<file path="config.mk">
export PLATFORM = sky130hd
export DESIGN_NAME = ssd_ctrl
export DESIGN_NICKNAME = d
export VERILOG_FILES = /design/src/rtl/ssd_pkg.sv /design/src/rtl/ssd_ctrl.sv
export SDC_FILE = /design/constraint.sdc
export NUM_CORES = 1
export LEC_CHECK = 0
export ABC_AREA = 1
export ABC_CLOCK_PERIOD_IN_PS = 900
export BUFFER_PORTS_ARGS = -buffer_cell sky130_fd_sc_hd__buf_4
export CORE_AREA = 2 2 39 41
export DETAILED_ROUTE_END_ITERATION = 8
export DIE_AREA = 0 0 41 43
export GPL_TIMING_DRIVEN = 0
export SYNTH_ARGS = -nofsm -noshare
export SYNTH_HDL_FRONTEND = slang
export SYNTH_SLANG_ARGS = --single-unit
export TNS_END_PERCENT = 100
</file>
<file path="constraint.sdc">
create_clock -name clock -period 0.9 [get_ports clock]
set_input_delay 0.135 -clock clock [delete_from_list [all_inputs] [get_ports clock]]
set_output_delay 0.135 -clock clock [all_outputs]
set_load 0.05 [all_outputs]
</file>
<file path="src/rtl/ssd_pkg.sv">
// Shared constants, field layout, controller states and the command and
// status structs for the sparse squared distance block.
// No dependencies; used by ssd_ctrl, ssd_datapath and the top level.
`timescale 1ns / 1ps

package ssd_pkg;

   // Dense store depth and the widths that follow from it.
   localparam int FEATURE_COUNT = 1024;
   localparam int ADDR_W        = $clog2(FEATURE_COUNT);
   localparam int COUNT_W       = $clog2(FEATURE_COUNT + 1);

   // Transaction fields.
   localparam int INDEX_W = 10;
   localparam int VALUE_W = 32;
   localparam int NORM_W  = 63;
   localparam int DIST_W  = 64;
   localparam int PROD_W  = 2 * VALUE_W;

   // Request tdata layout, lowest field first, padded to whole bytes.
   localparam int INDEX_LSB  = 0;
   localparam int VALUE_LSB  = INDEX_LSB + INDEX_W;
   localparam int NORM_LSB   = VALUE_LSB + VALUE_W;
   localparam int REQ_BITS   = NORM_LSB + NORM_W;
   localparam int REQ_DATA_W = ((REQ_BITS + 7) / 8) * 8;
   localparam int RSP_DATA_W = DIST_W;

   // Element kinds carried on req_tuser.
   localparam logic FUNC_REFERENCE = 1'b0;
   localparam logic FUNC_CANDIDATE = 1'b1;

   localparam logic [DIST_W-1:0] DIST_MAX = {1'b0, {(DIST_W - 1){1'b1}}};
   localparam logic [DIST_W-1:0] DIST_MIN = {1'b1, {(DIST_W - 1){1'b0}}};

   typedef enum logic [2:0] {
      ST_IDLE,
      ST_CLR_LIST,
      ST_CLR_ALL,
      ST_REF_WR,
      ST_CAND_MUL,
      ST_CAND_ACC,
      ST_CAND_FIN
   } ssd_state_type;

   typedef struct packed {
      logic accept;
      logic clr_start;
      logic clr_list_step;
      logic clr_all_step;
      logic clr_finish;
      logic ref_write;
      logic mul;
      logic acc;
      logic load_out;
   } ssd_cmd_type;

   typedef struct packed {
      logic after_cand;
      logic wipe_all;
      logic item_last;
      logic clr_list_done;
      logic clr_all_last;
      logic out_busy;
   } ssd_sts_type;

endpackage

</file>
<file path="src/rtl/ssd_ctrl.sv">
// Controller state machine for the sparse squared distance block.
// Depends on ssd_pkg; drives ssd_datapath through ssd_cmd_type.
`timescale 1ns / 1ps

module ssd_ctrl (
   input  logic                clock,
   input  logic                reset,
   input  logic                req_tvalid,
   input  logic                req_tuser,
   output logic                req_tready,
   input  ssd_pkg::ssd_sts_type sts,
   output ssd_pkg::ssd_cmd_type cmd
);

   ssd_pkg::ssd_state_type state_ff, state_in;

   always_ff @(posedge clock) begin
      if (reset) begin
         state_ff <= ssd_pkg::ST_IDLE;
      end else begin
         state_ff <= state_in;
      end
   end

   // Next state.
   always_comb begin
      state_in = state_ff;
      case (state_ff)
         ssd_pkg::ST_IDLE: begin
            if (req_tvalid) begin
               if (req_tuser == ssd_pkg::FUNC_CANDIDATE) begin
                  state_in = ssd_pkg::ST_CAND_MUL;
               end else if (sts.after_cand) begin
                  state_in = sts.wipe_all ? ssd_pkg::ST_CLR_ALL : ssd_pkg::ST_CLR_LIST;
               end else begin
                  state_in = ssd_pkg::ST_REF_WR;
               end
            end
         end
         ssd_pkg::ST_CLR_LIST: begin
            if (sts.clr_list_done) begin
               state_in = ssd_pkg::ST_REF_WR;
            end
         end
         ssd_pkg::ST_CLR_ALL: begin
            if (sts.clr_all_last) begin
               state_in = ssd_pkg::ST_REF_WR;
            end
         end
         ssd_pkg::ST_REF_WR: begin
            state_in = ssd_pkg::ST_IDLE;
         end
         ssd_pkg::ST_CAND_MUL: begin
            state_in = ssd_pkg::ST_CAND_ACC;
         end
         ssd_pkg::ST_CAND_ACC: begin
            state_in = sts.item_last ? ssd_pkg::ST_CAND_FIN : ssd_pkg::ST_IDLE;
         end
         ssd_pkg::ST_CAND_FIN: begin
            if (!sts.out_busy) begin
               state_in = ssd_pkg::ST_IDLE;
            end
         end
         default: begin
            state_in = ssd_pkg::ST_IDLE;
         end
      endcase
   end

   // Outputs.
   always_comb begin
      cmd        = '0;
      req_tready = 1'b0;
      case (state_ff)
         ssd_pkg::ST_IDLE: begin
            req_tready    = 1'b1;
            cmd.accept    = req_tvalid;
            cmd.clr_start = req_tvalid && (req_tuser == ssd_pkg::FUNC_REFERENCE) &&
                            sts.after_cand;
         end
         ssd_pkg::ST_CLR_LIST: begin
            cmd.clr_list_step = 1'b1;
            cmd.clr_finish    = sts.clr_list_done;
         end
         ssd_pkg::ST_CLR_ALL: begin
            cmd.clr_all_step = 1'b1;
            cmd.clr_finish   = sts.clr_all_last;
         end
         ssd_pkg::ST_REF_WR: begin
            cmd.ref_write = 1'b1;
         end
         ssd_pkg::ST_CAND_MUL: begin
            cmd.mul = 1'b1;
         end
         ssd_pkg::ST_CAND_ACC: begin
            cmd.acc = 1'b1;
         end
         ssd_pkg::ST_CAND_FIN: begin
            cmd.load_out = !sts.out_busy;
         end
         default: begin
            cmd = '0;
         end
      endcase
   end

endmodule

</file>
======== After elaboration in Yosys (flattened, before gate mapping) ========
Index checks and enable logic that the tools add are counted.
word-level totals
  register bits ........................... 3
  bits of input ports ..................... 10
  output and inout port bits .............. 10
  logic and storage cells ................. 35
cells by class
  eq/ne operators ......................... 10
  multiplexer cells ....................... 18
  bitwise operators ....................... 1
  reductions and logical operators ........ 5
operators with widths
  kind                count
  $mux 3              6
  $pmux 3 s6          1
  $eq 3x3->1 const B  3
  $ne 2x2->1 const B  4
  $mux 1              7
  $eq 3x2->1 const B  2
  $mux 2              3
  $reduce_and 4->1    1
  $eq 3x1->1 const B  1
  $logic_not 3->1     1
  $logic_and 1x1->1   2
  $pmux 1 s2          1
  $logic_not 1->1     1
  $not 1->1           1

======== Longest topological paths before layout ========
  depth after elaboration ................. 5
  depth in mapped cells ................... 8
  mapped depth without buffers ............ 8

======== Worst setup path before layout ========
No wires, ideal clock.
  kind .................................... register to output
  from .................................... register state_ff[2]
  to ...................................... output port cmd[7] in the netlist's numbering
  data arrival time ....................... 2.072 ns
  setup slack ............................. -1.307 ns
  stages on the path, launching flop included .. 6
  path buffers ............................ 0
  cells stage by stage .................... dfxtp_1 > nor2_2 > nand2_2 > nor2_1 > nand2_1 > nor2_1
RTL lines
  what                    line            RTL
  start, declared         ssd_ctrl.sv:15  ssd_pkg::ssd_state_type state_ff, state_in;
  start signal, assigned  ssd_ctrl.sv:19  state_ff <= ssd_pkg::ST_IDLE;
  start signal, assigned  ssd_ctrl.sv:21  state_ff <= state_in;
  end, declared           ssd_ctrl.sv:12  output ssd_pkg::ssd_cmd_type cmd

==> impl_results.md <==
* Core area at around 1400 um^2
* Area overhead of the layout relative to synthesis at 142%
* MaxCap Viol Count at 0
* Post-synthesis cell count at 56
* Reg with most FFs: state_ff
* Die width at 41 um
* Fin cells at ~100
* Post-Syn Area per Cell at roughly 5.5 um^2
* Largest registers: state_ff (3)
* Endpoints failing hold at 0
* Die height at ~43 um
* DR vias at about 450
* Leakage power at around 0.00035 uW
* Vias in the first global route at about 440
* Critical-path top delay cell: dfxtp_4
* Status: finished, violations left
* Portion of total power attributed to the clock network at under 10%
* WL/cell at roughly 8.6 um
* CTS Root Cell: clkbuf_4
* Critical path, cell by cell: nor2_4 -> nand2_4 -> nor2_4 -> nand2_2 -> nor2_4 -> buf_6
* Syn nets at 66
* Fillers at about 140
* Reg-to-reg slack, setup at -0.32 ns
* Startpoint Class: flip-flop
* Total CTS buffers at 3
* Worst-path fanout max at 4
* Diode count at 0
* Switching Fraction at a little over half
* Worst vdd ir at ~1400 uV
* First-pass GRT wire length at approximately 1600 um
* Gr usage total at between 10% and 20%
* Post-synthesis register bit count at 3
* Crit path kind: reg2out
* Dpl cells at approximately 90
* Fin crit period at approximately 1.4 ns
* Cell Int Power at approximately 1100 uW
* Slew Viols, Final at 0
* Hold_buf cts at 0
* Crit-path leading delay family: simple AND/OR/NAND/NOR gates
* WP data required at roughly 0.76 ns
* Largest stage delay on the critical path at between 0.3 and 0.4 ns
* Period Utilization, post-route at 151%
* Routed Antenna Nets at 0
* DP HPWL at between 600 and 700 um
* Syn. warnings at 0
* Worst Setup End Kind: primary output
* Starting Density at 22.2%
* Clk_lat worst skew at 0.23 ns
* Most used cell, CP: nor2_4
* Max H-tree Level at 1
* Via/cell ratio at 4.32
* Iter 0 DRT Violations at 2
* Initial antenna violation count at 0
* Port bufs at 19
* Tightest Pin Transition at around 0.2 ns
* Hold WC Path Type: in2reg
* Gr ovfl total at 0
* PD cells at 3230 nW/um^2
* Final WL at just under 900 um
* Fraction of layout instances using a drive strength above 1 at 65.5%
* Unrepaired setup endpoints after global routing: true
* Row cnt at 14
* Largest net degree at the start of global routing at 7
* Die area at around 1800 um^2
* Yosys cell types at 16
* DR pass1 iterations at 4
* Comb pwr share at between 70% and 80%
* Setup violations, final at 13
* Register share of total power at 11.8%
* P_sw at between 1000 and 1500 uW
* Seq/Total Area, Yosys at around a fifth
* Clk_skew at between 0.003 and 0.004 ns
* Slew headroom at 86.5%
* Final worst setup slack at -0.458 ns
* Peak Freq at between 700 and 800 MHz
* # nets final at 98
* Reg clk slew, reported paths at ~0.040 ns
* Worst Path Buf+Inv at 1
* Clk sinks at 3
* GPL Wtd Cong at around 0.75
* # DRC at 0
* Post-synthesis cell area at between 300 and 400 um^2
* Failing checks: negative setup slack
* Setup TNS at -4.82 ns
* Clock buffer depth at 2
* Max FFs per register at 3
* Arrival time worst endpoint at between 1 and 1.5 ns
* I/O pin cnt at 20
* CTS tree: yes
path summary, 6_finish.rpt:
kind,from,cells after the start,to
worst max-delay path,state_ff[2],6,cmd[7]
worst min-delay path,reset,2,state_ff[2]
worst max register to register,state_ff[2],7,state_ff[1]
worst min register to register,state_ff[1],2,state_ff[2]
synth_stat cells:
library cell | count | area, um^2
nor4_1 | 1 | 6.26
a21oi_1 | 3 | 15.0
nand2_1 | 16 | 60.1
nand2_2 | 2 | 12.5
nand3_1 | 3 | 15.0
inv_2 | 4 | 15.0
nor2_1 | 6 | 22.5
nor3_2 | 1 | 10.0
inv_1 | 8 | 30.0
nor2_2 | 4 | 25.0
nand4_1 | 1 | 6.26
o21bai_1 | 1 | 7.51
nor3_1 | 1 | 5.00
o22ai_1 | 1 | 6.26
nand3_2 | 1 | 10.0
dfxtp_1 | 3 | 60.1
cells by family after synthesis:
kind of cell | count (synthesis) | share of synthesized area, %
simple gates | 36 | 56.3
compound gates | 5 | 9.39
buf+inv | 12 | 14.7
flops | 3 | 19.6
layout by cell type, fill, tap and decap left out:
| cell type | instances |
|---|---|
| inv_1 | 4 |
| nor2_2 | 2 |
| buf_6 | 6 |
| nand2_2 | 2 |
| nand3_4 | 1 |
| clkinvlp_4 | 3 |
| inv_4 | 1 |
| inv_2 | 2 |
| buf_4 | 17 |
| nand3_1 | 2 |
| nand2_1 | 14 |
| nor2_4 | 4 |
| a21oi_1 | 3 |
| buf_8 | 4 |
| nor4_4 | 1 |
| o22ai_4 | 1 |
| nor3_4 | 2 |
| nor2_1 | 4 |
| clkbuf_4 | 3 |
| nand4_1 | 1 |
| clkbuf_1 | 1 |
| inv_6 | 2 |
| nand3_2 | 1 |
| o21bai_1 | 1 |
| dfxtp_4 | 3 |
| nand2_4 | 2 |
cell type report:
| cell class | instances | area, um^2 | share of cell area, % |
|---|---|---|---|
| tap | 16 | 20.0 | 2.70 |
| multi-input combinational | 41 | 300 | 40.5 |
| sequential | 3 | 71.3 | 9.61 |
| clock buffer | 4 | 26.3 | 3.54 |
| timing repair buffer | 27 | 255 | 34.4 |
| inverter | 12 | 68.8 | 9.27 |
routing by layer:
metal	global-route usage, %	up-vias	part of all wire, %
li1	-	238	-
met1	13.5	188	38
met2	22.8	17	52
met3	2.62	2	8.5
met4	6.00	0	1.8
met5	0	-	0
worst register-to-register path, cell delays in order (launching register included):
cell	delay [ns]
dfxtp_4	0.34
buf_4	0.16
buf_4	0.14
nand4_1	0.10
nand2_1	0.09
nor2_2	0.12
nand2_1	0.06
a21oi_1	0.12
power groups by stage:
stage          registers [uW]  clock network [uW]  logic (uW)
5_1_grt                   291                 258        2030
4_1_cts                   281                 248        1860
6_report                  282                 237        1880
3_5_place_dp              315                   0        1350
2_1_floorplan             303                   0        1050
3_3_place_gp              316                   0        1340
per-stage QoR:
stage               power [uW]  setup slack [ns]  util (%)  hold slack [ns]  cell area (um^2)
finish                    2400            -0.458      53.6           0.0669               742
global route              2580            -0.525      53.6           0.0630               742
CTS                       2390            -0.458      52.6           0.0607               728
detailed placement        1660            -0.348      40.5            0.308               561
global placement          1660            -0.347      40.5            0.311               561
floorplan                 1350            -0.552         -            0.194               398
timing repair:
| action | in CTS | in global routing |
|---|---|---|
| pin swaps | 8 | 2 |
| setup endpoints to repair | 13 | 13 |
| buffers inserted | 8 | 0 |
| gates resized for setup | 23 | 3 |
Power figures use the tool's default switching activity.
